<file path="config.mk">
export PLATFORM = sky130hd
export DESIGN_NAME = thermistor_table_interpolator
export DESIGN_NICKNAME = d
export VERILOG_FILES = /design/src/rtl/tti_pkg.sv /design/src/rtl/thermistor_table_interpolator.sv /design/src/rtl/tti_table.sv /design/src/rtl/tti_scale.sv /design/src/rtl/tti_interp.sv
export SDC_FILE = /design/constraint.sdc
export NUM_CORES = 2
export LEC_CHECK = 0
export BUFFER_PORTS_ARGS = -buffer_cell sky130_fd_sc_hd__buf_2
export CAP_MARGIN = 5
export CELL_PAD_IN_SITES_DETAIL_PLACEMENT = 0
export CELL_PAD_IN_SITES_GLOBAL_PLACEMENT = 2
export CORE_UTILIZATION = 50
export DETAILED_ROUTE_END_ITERATION = 6
export GPL_TIMING_DRIVEN = 0
export PLACE_DENSITY_LB_ADDON = 0.3
export SLEW_MARGIN = 40
export SYNTH_ARGS = -nofsm -noshare
export SYNTH_HDL_FRONTEND = slang
export SYNTH_SLANG_ARGS = --single-unit
</file>
<file path="constraint.sdc">
create_clock -name clk -period 14 [get_ports clk]
set_input_delay 4.2 -clock clk [delete_from_list [all_inputs] [get_ports clk]]
set_output_delay 4.2 -clock clk [all_outputs]
set_load 0.1 [all_outputs]
</file>
<file path="src/rtl/tti_pkg.sv">
// Shared widths, reset values, register indexes, codes and types of the thermistor interpolator.
package tti_pkg;

    localparam int DATA_W      = 32;
    localparam int SAMPLE_W    = 12;
    localparam int INDEX_W     = 5;
    localparam int COUNT_W     = 6;
    localparam int GAIN_W      = 31;
    localparam int OFFSET_W    = 24;
    localparam int CFG_INDEX_W = 2;
    localparam int CFG_DATA_W  = 31;

    localparam int MAX_ENTRIES_DEFAULT = 32;

    localparam logic [COUNT_W-1:0]  ENTRY_COUNT_RESET = 6'd32;
    localparam logic [GAIN_W-1:0]   GAIN_RESET        = 31'd14198150;
    localparam logic [OFFSET_W-1:0] OFFSET_RESET      = 24'd22872;

    localparam logic [CFG_INDEX_W-1:0] CFG_ENTRY_COUNT = 2'd0;
    localparam logic [CFG_INDEX_W-1:0] CFG_GAIN        = 2'd1;
    localparam logic [CFG_INDEX_W-1:0] CFG_OFFSET      = 2'd2;

    localparam logic FUNC_LOAD    = 1'b0;
    localparam logic FUNC_CONVERT = 1'b1;

    typedef struct packed {
        logic signed [DATA_W-1:0] res;
        logic signed [DATA_W-1:0] temp;
    } entry_t;

    typedef struct packed {
        logic signed [DATA_W-1:0] r;
        logic signed [DATA_W-1:0] rp;
        logic signed [DATA_W-1:0] tp;
        logic signed [DATA_W-1:0] rc;
        logic signed [DATA_W-1:0] tc;
    } interp_op_t;

endpackage

</file>
<file path="src/rtl/thermistor_table_interpolator.sv">
// Top level of the thermistor table interpolator: ports, config registers and scan sequencer.
//
//  channel   signals                                        handshake
//  -------   --------------------------------------------   ---------------------------
//  input     func entry_index entry_resistance              taken when start && !busy
//            entry_temperature adc_sample
//  result    temperature resistance past_table_end          valid one cycle with done
//  config    cfg_write_en cfg_index cfg_data                written when cfg_write_en
//
// A load item writes one table entry at the accepting edge. A convert item runs the
// bit-serial gain multiply (12 steps) and the one-entry-a-cycle table scan; when an entry
// matches, the interpolation unit adds its 33-step multiply and 35-step divide.
// Reset (rst_n low, asynchronous) restores the config registers; table contents are
// undefined until loaded. The result receiver cannot stall: done is a one-cycle strobe.
module thermistor_table_interpolator #(
    parameter int MAX_ENTRIES = tti_pkg::MAX_ENTRIES_DEFAULT
) (
    input  logic                                 clk,
    input  logic                                 rst_n,
    input  logic                                 start,
    output logic                                 busy,
    input  logic                                 func,
    input  logic [tti_pkg::INDEX_W-1:0]          entry_index,
    input  logic signed [tti_pkg::DATA_W-1:0]    entry_resistance,
    input  logic signed [tti_pkg::DATA_W-1:0]    entry_temperature,
    input  logic [tti_pkg::SAMPLE_W-1:0]         adc_sample,
    input  logic                                 cfg_write_en,
    input  logic [tti_pkg::CFG_INDEX_W-1:0]      cfg_index,
    input  logic [tti_pkg::CFG_DATA_W-1:0]       cfg_data,
    output logic                                 done,
    output logic signed [tti_pkg::DATA_W-1:0]    temperature,
    output logic signed [tti_pkg::DATA_W-1:0]    resistance,
    output logic                                 past_table_end
);
    import tti_pkg::*;

    localparam int ADDR_W = $clog2(MAX_ENTRIES);
    localparam int CNT_W  = $clog2(MAX_ENTRIES + 1);

    typedef enum logic [3:0] {
        S_IDLE   = 4'b0001,
        S_SCALE  = 4'b0010,
        S_SCAN   = 4'b0100,
        S_INTERP = 4'b1000
    } state_t;

    // config registers
    logic [COUNT_W-1:0]  entry_count_reg;
    logic [GAIN_W-1:0]   gain_reg;
    logic [OFFSET_W-1:0] offset_reg;

    // sequencer
    state_t           state_reg, state_next;
    logic [CNT_W-1:0] idx_reg, idx_next;
    logic [CNT_W-1:0] n_reg, n_next;
    logic [CNT_W-1:0] n_clamp;
    logic             done_reg, done_next;

    // datapath
    logic signed [DATA_W-1:0] r_reg, r_next;
    entry_t                   prev_reg, prev_next;
    logic signed [DATA_W-1:0] tout_reg, tout_next;
    logic signed [DATA_W-1:0] rout_reg, rout_next;
    logic                     past_reg, past_next;

    logic                     accept;
    logic                     conv_accept;
    logic                     load_accept;
    logic                     table_wr;
    logic [ADDR_W+INDEX_W-1:0] wr_idx_ext;
    entry_t                   wr_entry;
    entry_t                   rd_data;
    logic                     match;

    logic                     scale_done;
    logic signed [DATA_W-1:0] scale_res;
    logic                     interp_start;
    logic                     interp_done;
    logic signed [DATA_W-1:0] interp_res;
    interp_op_t               interp_op;

    assign busy        = (state_reg != S_IDLE);
    assign accept      = start && !busy;
    assign conv_accept = accept && (func == FUNC_CONVERT);
    assign load_accept = accept && (func == FUNC_LOAD);

    // loads beyond the store are dropped
    assign table_wr   = load_accept && (32'(entry_index) < MAX_ENTRIES);
    assign wr_idx_ext = (ADDR_W + INDEX_W)'(entry_index);
    assign wr_entry   = '{res: entry_resistance, temp: entry_temperature};

    // config writes; an index past the list is ignored
    always_ff @(posedge clk or negedge rst_n)
    begin
        if (!rst_n)
        begin
            entry_count_reg <= ENTRY_COUNT_RESET;
            gain_reg        <= GAIN_RESET;
            offset_reg      <= OFFSET_RESET;
        end
        else if (cfg_write_en)
        begin
            case (cfg_index)
                CFG_ENTRY_COUNT: entry_count_reg <= cfg_data[COUNT_W-1:0];
                CFG_GAIN:        gain_reg        <= cfg_data[GAIN_W-1:0];
                CFG_OFFSET:      offset_reg      <= cfg_data[OFFSET_W-1:0];
                default:
                begin
                end
            endcase
        end
    end

    // entry count: zero acts as one, above the store acts as the store size
    always_comb
    begin
        if (entry_count_reg == '0)
        begin
            n_clamp = CNT_W'(1);
        end
        else if (32'(entry_count_reg) > MAX_ENTRIES)
        begin
            n_clamp = CNT_W'(MAX_ENTRIES);
        end
        else
        begin
            n_clamp = CNT_W'(entry_count_reg);
        end
    end

    tti_table #(
        .DEPTH (MAX_ENTRIES)
    ) u_table (
        .clk     (clk),
        .wr_en   (table_wr),
        .wr_addr (wr_idx_ext[ADDR_W-1:0]),
        .wr_data (wr_entry),
        .rd_addr (idx_next[ADDR_W-1:0]),
        .rd_data (rd_data)
    );

    tti_scale u_scale (
        .clk        (clk),
        .rst_n      (rst_n),
        .start      (conv_accept),
        .sample     (adc_sample),
        .gain       (gain_reg),
        .offset     (offset_reg),
        .done       (scale_done),
        .resistance (scale_res)
    );

    // read data always belongs to idx_reg: the address is idx_next, registered once
    assign match = ($signed(rd_data.res) < r_reg);

    assign interp_op = '{r: r_reg, rp: prev_reg.res, tp: prev_reg.temp,
                         rc: rd_data.res, tc: rd_data.temp};

    tti_interp u_interp (
        .clk    (clk),
        .rst_n  (rst_n),
        .start  (interp_start),
        .op     (interp_op),
        .done   (interp_done),
        .result (interp_res)
    );

    always_comb
    begin
        state_next   = state_reg;
        idx_next     = idx_reg;
        n_next       = n_reg;
        done_next    = 1'b0;
        r_next       = r_reg;
        prev_next    = prev_reg;
        tout_next    = tout_reg;
        rout_next    = rout_reg;
        past_next    = past_reg;
        interp_start = 1'b0;
        case (state_reg)
            S_IDLE:
            begin
                if (conv_accept)
                begin
                    state_next = S_SCALE;
                    idx_next   = '0;      // park the read on entry 0
                    n_next     = n_clamp;
                end
            end
            S_SCALE:
            begin
                if (scale_done)
                begin
                    r_next    = scale_res;
                    prev_next = rd_data;
                    if (n_reg == CNT_W'(1))
                    begin
                        // single entry: nothing to scan
                        tout_next  = rd_data.temp;
                        rout_next  = scale_res;
                        past_next  = 1'b1;
                        done_next  = 1'b1;
                        state_next = S_IDLE;
                    end
                    else
                    begin
                        idx_next   = CNT_W'(1);
                        state_next = S_SCAN;
                    end
                end
            end
            S_SCAN:
            begin
                if (match)
                begin
                    interp_start = 1'b1;
                    state_next   = S_INTERP;
                end
                else if (idx_reg == n_reg - 1'b1)
                begin
                    // ran off the end: last entry's temperature
                    tout_next  = rd_data.temp;
                    rout_next  = r_reg;
                    past_next  = 1'b1;
                    done_next  = 1'b1;
                    state_next = S_IDLE;
                end
                else
                begin
                    prev_next = rd_data;
                    idx_next  = idx_reg + 1'b1;
                end
            end
            S_INTERP:
            begin
                if (interp_done)
                begin
                    tout_next  = interp_res;
                    rout_next  = r_reg;
                    past_next  = 1'b0;
                    done_next  = 1'b1;
                    state_next = S_IDLE;
                end
            end
            default:
            begin
                state_next = S_IDLE;
            end
        endcase
    end

    always_ff @(posedge clk or negedge rst_n)
    begin
        if (!rst_n)
        begin
            state_reg <= S_IDLE;
            idx_reg   <= '0;
            n_reg     <= CNT_W'(1);
            done_reg  <= 1'b0;
        end
        else
        begin
            state_reg <= state_next;
            idx_reg   <= idx_next;
            n_reg     <= n_next;
            done_reg  <= done_next;
        end
    end

    always_ff @(posedge clk)
    begin
        r_reg    <= r_next;
        prev_reg <= prev_next;
        tout_reg <= tout_next;
        rout_reg <= rout_next;
        past_reg <= past_next;
    end

    assign done           = done_reg;
    assign temperature    = tout_reg;
    assign resistance     = rout_reg;
    assign past_table_end = past_reg;

`ifndef NO_ASSERTIONS
    a_convert_busy: assert property (@(posedge clk) disable iff (!rst_n)
        (start && !busy && func == FUNC_CONVERT) |=> busy)
        else $error("convert item did not start the sequencer");

    a_load_silent: assert property (@(posedge clk) disable iff (!rst_n)
        (start && !busy && func == FUNC_LOAD) |=> !done)
        else $error("load item produced a result");

    a_done_idle: assert property (@(posedge clk) disable iff (!rst_n)
        done |-> !busy)
        else $error("result strobe while still busy");

    a_done_single: assert property (@(posedge clk) disable iff (!rst_n)
        done |=> !done)
        else $error("result strobe repeated");

    a_scan_range: assert property (@(posedge clk) disable iff (!rst_n)
        (state_reg == S_SCAN) |-> (idx_reg < n_reg) && (idx_reg != '0))
        else $error("scan index out of range");
`endif

endmodule

</file>
<file path="src/rtl/tti_table.sv">
// Table memory of (resistance, temperature) entries, one write and one registered read port.
module tti_table #(
    parameter int DEPTH = tti_pkg::MAX_ENTRIES_DEFAULT,
    localparam int ADDR_W = $clog2(DEPTH)
) (
    input  logic                clk,
    input  logic                wr_en,
    input  logic [ADDR_W-1:0]   wr_addr,
    input  tti_pkg::entry_t     wr_data,
    input  logic [ADDR_W-1:0]   rd_addr,
    output tti_pkg::entry_t     rd_data
);
    import tti_pkg::*;

    entry_t mem [DEPTH];
    entry_t rd_data_reg;

    always_ff @(posedge clk)
    begin
        if (wr_en)
        begin
            mem[wr_addr] <= wr_data;
        end
        rd_data_reg <= mem[rd_addr];
    end

    assign rd_data = rd_data_reg;

endmodule

</file>
<file path="src/rtl/tti_scale.sv">
// Bit-serial sample scaling: resistance = ((sample * gain) >> 12) - offset.
module tti_scale (
    input  logic                                clk,
    input  logic                                rst_n,
    input  logic                                start,
    input  logic [tti_pkg::SAMPLE_W-1:0]        sample,
    input  logic [tti_pkg::GAIN_W-1:0]          gain,
    input  logic [tti_pkg::OFFSET_W-1:0]        offset,
    output logic                                done,
    output logic signed [tti_pkg::DATA_W-1:0]   resistance
);
    import tti_pkg::*;

    localparam int STEP_W = $clog2(SAMPLE_W);

    logic                     run_reg;
    logic                     sub_reg;
    logic                     done_reg;
    logic [STEP_W-1:0]        step_reg;
    logic [GAIN_W-1:0]        acc_reg;
    logic [SAMPLE_W-1:0]      bits_reg;
    logic signed [DATA_W-1:0] res_reg;
    logic [GAIN_W:0]          sum;

    // LSB first, shifting the partial sum right: the dropped bits are the >>12
    assign sum = {1'b0, acc_reg} + (bits_reg[0] ? {1'b0, gain} : '0);

    always_ff @(posedge clk or negedge rst_n)
    begin
        if (!rst_n)
        begin
            run_reg  <= 1'b0;
            sub_reg  <= 1'b0;
            done_reg <= 1'b0;
            step_reg <= '0;
        end
        else
        begin
            done_reg <= 1'b0;
            if (start)
            begin
                run_reg  <= 1'b1;
                step_reg <= '0;
            end
            else if (run_reg)
            begin
                step_reg <= step_reg + 1'b1;
                if (step_reg == STEP_W'(SAMPLE_W - 1))
                begin
                    run_reg <= 1'b0;
                    sub_reg <= 1'b1;
                end
            end
            else if (sub_reg)
            begin
                sub_reg  <= 1'b0;
                done_reg <= 1'b1;
            end
        end
    end

    always_ff @(posedge clk)
    begin
        if (start)
        begin
            acc_reg  <= '0;
            bits_reg <= sample;
        end
        else if (run_reg)
        begin
            acc_reg  <= sum[GAIN_W:1];
            bits_reg <= bits_reg >> 1;
        end
        else if (sub_reg)
        begin
            res_reg <= $signed(DATA_W'(acc_reg) - DATA_W'(offset));
        end
    end

    assign done       = done_reg;
    assign resistance = res_reg;

endmodule

</file>
<file path="src/rtl/tti_interp.sv">
// Serial interpolation unit: Tp + (R-Rp)*(Tc-Tp)/(Rc-Rp), shift-add multiply then restoring divide.
module tti_interp (
    input  logic                                clk,
    input  logic                                rst_n,
    input  logic                                start,
    input  tti_pkg::interp_op_t                 op,
    output logic                                done,
    output logic signed [tti_pkg::DATA_W-1:0]   result
);
    import tti_pkg::*;

    localparam int OP_W  = DATA_W + 1;   // exact differences
    localparam int Q_W   = DATA_W + 3;   // quotient bits kept; clamp is 2^(Q_W-1)
    localparam int SUM_W = Q_W + 1;
    localparam int CNT_W = $clog2(Q_W + 1);
    localparam int LOW_W = Q_W - OP_W;
    localparam logic [Q_W-1:0] Q_LIMIT = {1'b1, {(Q_W-1){1'b0}}};

    typedef enum logic [5:0] {
        P_IDLE   = 6'b000001,
        P_ABS    = 6'b000010,
        P_MUL    = 6'b000100,
        P_DVINIT = 6'b001000,
        P_DIV    = 6'b010000,
        P_SUM    = 6'b100000
    } phase_t;

    phase_t                   phase_reg;
    logic [CNT_W-1:0]         cnt_reg;
    logic                     done_reg;
    logic [OP_W-1:0]          a_reg;     // dR, then |dR|
    logic [OP_W-1:0]          d_reg;     // dD, then |dD|
    logic [OP_W-1:0]          hi_reg;    // product high part, then remainder
    logic [Q_W-1:0]           lo_reg;    // dT / multiplier / quotient
    logic signed [DATA_W-1:0] tp_reg;
    logic                     neg_reg;
    logic signed [DATA_W-1:0] res_reg;

    logic [OP_W:0]   mul_sum;
    logic [OP_W:0]   div_t;
    logic [OP_W:0]   div_diff;
    logic            div_ge;
    logic [OP_W-1:0] rem_init;
    logic [Q_W-1:0]  q_clamped;
    logic [SUM_W-1:0] q_ext;
    logic [SUM_W-1:0] sum_full;
    logic signed [DATA_W-1:0] sum_sat;

    function automatic logic [OP_W-1:0] mag(input logic [OP_W-1:0] x);
        return x[OP_W-1] ? (~x + 1'b1) : x;
    endfunction

    assign mul_sum  = {1'b0, hi_reg} + (lo_reg[0] ? {1'b0, a_reg} : '0);
    assign div_t    = {hi_reg, lo_reg[Q_W-1]};
    assign div_diff = div_t - {1'b0, d_reg};
    assign div_ge   = (div_t >= {1'b0, d_reg});
    assign rem_init = OP_W'(hi_reg[OP_W-1:LOW_W]);

    assign q_clamped = (lo_reg > Q_LIMIT) ? Q_LIMIT : lo_reg;
    assign q_ext     = {1'b0, q_clamped};
    assign sum_full  = {{(SUM_W-DATA_W){tp_reg[DATA_W-1]}}, tp_reg}
                     + (neg_reg ? (~q_ext + 1'b1) : q_ext);

    // saturate to the signed 32-bit range
    always_comb
    begin
        if (&sum_full[SUM_W-1:DATA_W-1] || ~|sum_full[SUM_W-1:DATA_W-1])
        begin
            sum_sat = $signed(sum_full[DATA_W-1:0]);
        end
        else if (sum_full[SUM_W-1])
        begin
            sum_sat = $signed({1'b1, {(DATA_W-1){1'b0}}});
        end
        else
        begin
            sum_sat = $signed({1'b0, {(DATA_W-1){1'b1}}});
        end
    end

    always_ff @(posedge clk or negedge rst_n)
    begin
        if (!rst_n)
        begin
            phase_reg <= P_IDLE;
            cnt_reg   <= '0;
            done_reg  <= 1'b0;
        end
        else
        begin
            done_reg <= 1'b0;
            case (phase_reg)
                P_IDLE:
                begin
                    if (start)
                    begin
                        phase_reg <= P_ABS;
                    end
                end
                P_ABS:
                begin
                    cnt_reg <= '0;
                    if (d_reg == '0)
                    begin
                        done_reg  <= 1'b1;
                        phase_reg <= P_IDLE;
                    end
                    else
                    begin
                        phase_reg <= P_MUL;
                    end
                end
                P_MUL:
                begin
                    cnt_reg <= cnt_reg + 1'b1;
                    if (cnt_reg == CNT_W'(OP_W - 1))
                    begin
                        phase_reg <= P_DVINIT;
                    end
                end
                P_DVINIT:
                begin
                    cnt_reg <= '0;
                    if (rem_init >= d_reg)
                    begin
                        phase_reg <= P_SUM;
                    end
                    else
                    begin
                        phase_reg <= P_DIV;
                    end
                end
                P_DIV:
                begin
                    cnt_reg <= cnt_reg + 1'b1;
                    if (cnt_reg == CNT_W'(Q_W - 1))
                    begin
                        phase_reg <= P_SUM;
                    end
                end
                P_SUM:
                begin
                    done_reg  <= 1'b1;
                    phase_reg <= P_IDLE;
                end
                default:
                begin
                    phase_reg <= P_IDLE;
                end
            endcase
        end
    end

    always_ff @(posedge clk)
    begin
        case (phase_reg)
            P_IDLE:
            begin
                if (start)
                begin
                    a_reg  <= {op.r[DATA_W-1], op.r} - {op.rp[DATA_W-1], op.rp};
                    d_reg  <= {op.rc[DATA_W-1], op.rc} - {op.rp[DATA_W-1], op.rp};
                    lo_reg <= Q_W'({op.tc[DATA_W-1], op.tc} - {op.tp[DATA_W-1], op.tp});
                    tp_reg <= op.tp;
                end
            end
            P_ABS:
            begin
                neg_reg <= a_reg[OP_W-1] ^ lo_reg[OP_W-1] ^ d_reg[OP_W-1];
                a_reg   <= mag(a_reg);
                d_reg   <= mag(d_reg);
                lo_reg  <= Q_W'(mag(lo_reg[OP_W-1:0]));
                hi_reg  <= '0;
                res_reg <= tp_reg;   // equal neighbors: earlier temperature
            end
            P_MUL:
            begin
                hi_reg <= mul_sum[OP_W:1];
                lo_reg <= {{LOW_W{1'b0}}, mul_sum[0], lo_reg[OP_W-1:1]};
            end
            P_DVINIT:
            begin
                if (rem_init >= d_reg)
                begin
                    lo_reg <= Q_LIMIT;   // quotient already past the clamp
                end
                else
                begin
                    hi_reg <= rem_init;
                    lo_reg <= {hi_reg[LOW_W-1:0], lo_reg[OP_W-1:0]};
                end
            end
            P_DIV:
            begin
                hi_reg <= div_ge ? div_diff[OP_W-1:0] : div_t[OP_W-1:0];
                lo_reg <= {lo_reg[Q_W-2:0], div_ge};
            end
            P_SUM:
            begin
                res_reg <= sum_sat;
            end
            default:
            begin
            end
        endcase
    end

    assign done   = done_reg;
    assign result = res_reg;

endmodule
</file>
==> impl_table.tex <==
\begin{tabular}{lr}
\hline
Metric & Value \\
\hline
\multicolumn{2}{l}{\textbf{Routing}} \\
Vias per std cell & 6.01 \\
Via count of the routed design & around 70000 \\
Number of nets with antenna violations after routing & 0 \\
Detailed-router iteration count before antenna repair & 7 \\
Routed Wire Length & around 310000 um \\
Average detailed-routed wire length per instance & 26.7 um \\
1st-iter DRT viols & 7072 \\
Post-detailed-route DRC marker count & 5 \\
\multicolumn{2}{l}{\textbf{Clock tree}} \\
CTS Buf Count & just under 300 \\
Clock sinks & 2645 \\
Maximum clock insertion buffer count & 4 \\
CTS Root Buffer Type & sky130\_fd\_sc\_hd\_\_clkbuf\_16 \\
Post CTS Setup Buffer Count & 0 \\
CTS tree & done \\
Source-to-sink clock delay at the later pin of the worst-skew pair & 0.95 ns \\
H-tree level count & 5 \\
Post-CTS resize count & 0 \\
Post-cts hold buffer count & 0 \\
Clock-pin slew reported for the worst setup and hold paths after clock tree synthesis & $\sim$0.060 ns \\
\multicolumn{2}{l}{\textbf{Run status}} \\
Outcome & finished with violations \\
Violations in the final reports & DRC \\
\multicolumn{2}{l}{\textbf{Synthesis}} \\
Most used flip-flop cell after synthesis & sky130\_fd\_sc\_hd\_\_edfxtp\_1 \\
Async set or reset register ratio after synthesis & 0.0371 \\
Count of mapped cells out of synthesis & 7682 \\
Net count of the mapped netlist & 8134 \\
Netlist area before placement & 117000 um\^{}2 \\
Share of synthesized area occupied by flip-flops and latches & 0.669 \\
Mean area per synthesized cell & around 15 um\^{}2 \\
Post-synth cell types & 86 \\
Number of flops mapped to enable cells by yosys & 2452 \\
YS warnings & 0 \\
Register bit total from synthesis & 2645 \\
\multicolumn{2}{l}{\textbf{GRT}} \\
Vias in the first global route & 69400 \\
Maximum number of pins on one net before global-route repair & 75 \\
Aggregate global routing overflow & 0 \\
GRT Total Usage & 0.261 \\
Global-route wire length before repair & roughly 450000 um \\
Antenna violations before repair & 33 \\
\multicolumn{2}{l}{\textbf{Worst setup path}} \\
Worst-path fanout max & 10 \\
Data required time of the worst path & 14.71 ns \\
Arrival time reported for the critical path endpoint & 10.14 ns \\
Critical register-to-register path startpoint & u\_interp.lo\_reg[12] \\
Kind of cell adding the most delay to the critical path & compound AO/OA/AOI/OAI gates \\
Endpoint of the lowest-slack register-to-register path & u\_interp.result[6] \\
Class of the most critical setup path & reg -> reg \\
Worst Setup End Kind & register \\
Worst setup SP type & register \\
Launching instance or port of the critical path & u\_interp.lo\_reg[12] \\
Buffers plus inverters on the worst setup path & 3 \\
Logic depth of the worst path, buffers included & 25 \\
R2R Setup Slk & about 4.6 ns \\
Worst setup path endpoint & u\_interp.result[6] \\
Largest stage delay on the critical path & 0.74 ns \\
Worst-case reg-to-reg path depth & 25 \\
Cell at the slowest stage of the critical path & sky130\_fd\_sc\_hd\_\_o41ai\_4 \\
\multicolumn{2}{l}{\textbf{Power}} \\
Leak pwr & 47.4 nW \\
Worst ir drop on vdd & roughly 0.15 mV \\
Ratio of total power to cell area & 158 nW/um\^{}2 \\
\multicolumn{2}{l}{\textbf{Timing}} \\
Hold WS & 0.437 ns \\
Final hold vios & 0 \\
Min Clock Period, post-route & 9.43 ns \\
Unrepaired setup endpoints after global routing & no \\
Crit share post-route & 0.673 \\
Max-slew headroom & 0.369 \\
Setup violators final & 0 \\
Fmax achieved & 106 MHz \\
Actual transition at the worst max-transition pin & 0.946 ns \\
Pins Over Slew Limit & 0 \\
Sum Neg Setup Slack & 0 ns \\
Layout Skew & 0.0994 ns \\
\multicolumn{2}{l}{\textbf{Layout}} \\
Share of final-layout standard cells stronger than drive strength 1 & 0.185 \\
Most common cell after layout, fill and taps aside & sky130\_fd\_sc\_hd\_\_edfxtp\_1 \\
Final nets & 8787 \\
Core utilization of the finished layout & 0.582 \\
Number of flip-flops in the largest register & 2048 \\
Synth-to-Final Area Change & 15.2\% \\
Highest-count cells in the layout ignoring fill and taps & sky130\_fd\_sc\_hd\_\_edfxtp\_1, sky130\_fd\_sc\_hd\_\_nand2\_1, sky130\_fd\_sc\_hd\_\_a21oi\_1 \\
\multicolumn{2}{l}{\textbf{Placed design}} \\
Placer's final routability congestion estimate & 0.896 \\
Port Buffer Count & $\sim$190 \\
HPWL after detailed placement & 225000 um \\
\multicolumn{2}{l}{\textbf{Die}} \\
DIE HEIGHT & 485 um \\
Horiz. Die Dim & just under 500 um \\
Std-Cell Core Area & 231000 um\^{}2 \\
Placement row count & 176 \\
Initial cell density of the core & 0.505 \\
Floorplan die area & 235000 um\^{}2 \\
Io pins & approximately 190 \\
\multicolumn{2}{l}{\textbf{Min path}} \\
Class of the tightest hold or removal check & reg -> reg \\
Min-delay src & interp\_op[84] \\
\multicolumn{2}{l}{\textbf{Run}} \\
Max-capacitance violation count & 0 \\
\hline
\end{tabular}
[final cells by class]
class                   instances  area, um^2
multi-input cells            4458       36800
clock buffers                 364        7880
well taps                    3026        3790
fillers                     17600       96700
inverters                     243         912
diodes                         13        32.5
flip-flops and latches       2645       78000
plain buffers                 336        1430
clock inverters               136        1200
repair buffers                355        4250
[cell usage after synthesis, types with 33 or more instances]
library cell,number,area share
sky130_fd_sc_hd__edfxtp_1,2452,0.63
sky130_fd_sc_hd__nand2_1,640,0.021
sky130_fd_sc_hd__a21oi_1,409,0.018
sky130_fd_sc_hd__mux4_2,384,0.074
sky130_fd_sc_hd__o21ai_0,364,0.016
sky130_fd_sc_hd__nor2_1,333,0.011
sky130_fd_sc_hd__ha_1,325,0.035
sky130_fd_sc_hd__inv_1,242,0.0078
sky130_fd_sc_hd__clkbuf_1,240,0.0077
sky130_fd_sc_hd__mux2_2,219,0.021
sky130_fd_sc_hd__xnor2_1,202,0.015
sky130_fd_sc_hd__mux2i_1,159,0.014
sky130_fd_sc_hd__a22oi_1,153,0.0098
sky130_fd_sc_hd__xor2_1,130,0.0098
sky130_fd_sc_hd__o22ai_1,117,0.0063
sky130_fd_sc_hd__a21o_1,114,0.0073
sky130_fd_sc_hd__dfxtp_1,95,0.016
sky130_fd_sc_hd__and2_1,76,0.0041
sky130_fd_sc_hd__dfrtp_1,76,0.016
sky130_fd_sc_hd__nor3_1,76,0.0033
sky130_fd_sc_hd__buf_1,74,0.0024
sky130_fd_sc_hd__or4_1,74,0.0048
sky130_fd_sc_hd__nand3_1,71,0.0030
sky130_fd_sc_hd__nand2b_1,52,0.0028
sky130_fd_sc_hd__nand4_1,40,0.0021
sky130_fd_sc_hd__nor2b_1,39,0.0021
sky130_fd_sc_hd__o21a_1,37,0.0024
sky130_fd_sc_hd__a211oi_1,35,0.0023
sky130_fd_sc_hd__and3_1,33,0.0018
[worst min-delay path by stage]
stage                     endpoint  slack, ns  cells past startpoint
2_1_floorplan        interp_op[64]       0.41                      0
3_3_place_gp    u_interp.tp_reg[4]       0.43                      0
3_5_place_dp    u_interp.tp_reg[3]       0.43                      0
4_1_cts        u_interp.tp_reg[20]       0.44                      0
5_1_grt         u_interp.tp_reg[9]       0.46                      0
6_report       u_interp.tp_reg[20]       0.44                      0
[worst reg2reg max path: cells and delay by family, from the launching register on]
kind,cells,cell delay (ns)
AOI/OAI and AO/OA,8,4.35
and+or+nand+nor,11,2.74
buffers and inverters,3,0.90
adders and majority gates,2,0.60
DFF,1,0.51
xor gates and xnor gates,1,0.19
[power breakdown]
part / total (mW) / leakage (nW) / switching (mW) / internal, mW
clock: 7.38 / 4.46 / 3.05 / 4.33
sequential: 9.41 / 24.0 / 0.299 / 9.11
combinational: 4.50 / 19.0 / 2.87 / 1.63
[through the flow]
step	power (mW)	worst slack [ns]	instances	instance area (um^2)
global route	22.1	4.10	11600	134000
floorplan	12.3	5.92	7682	117000
CTS	21.4	4.53	11600	134000
detailed placement	14.0	4.58	11100	125000
finish	21.3	4.57	11600	134000
global placement	13.9	2.35	10900	121000
[routing by layer]
layer / GRT usage / share of wire
met1: 0.354 / 0.41
met2: 0.431 / 0.49
met3: 0.0438 / 0.070
met4: 0.0812 / 0.030
met5: 0 / 0.00011
[logic make-up after synthesis]
kind of cell             share of synthesized area
AO/OA/AOI/OAI                               0.0783
XOR/XNOR                                    0.0251
adder cells (fa/ha/maj)                     0.0362
buffers and inverters                       0.0192
flip-flops                                   0.669
multiplexers                                 0.109
AND/OR/NAND/NOR                             0.0637
Note: power is estimated with default switching activity, not from simulation.
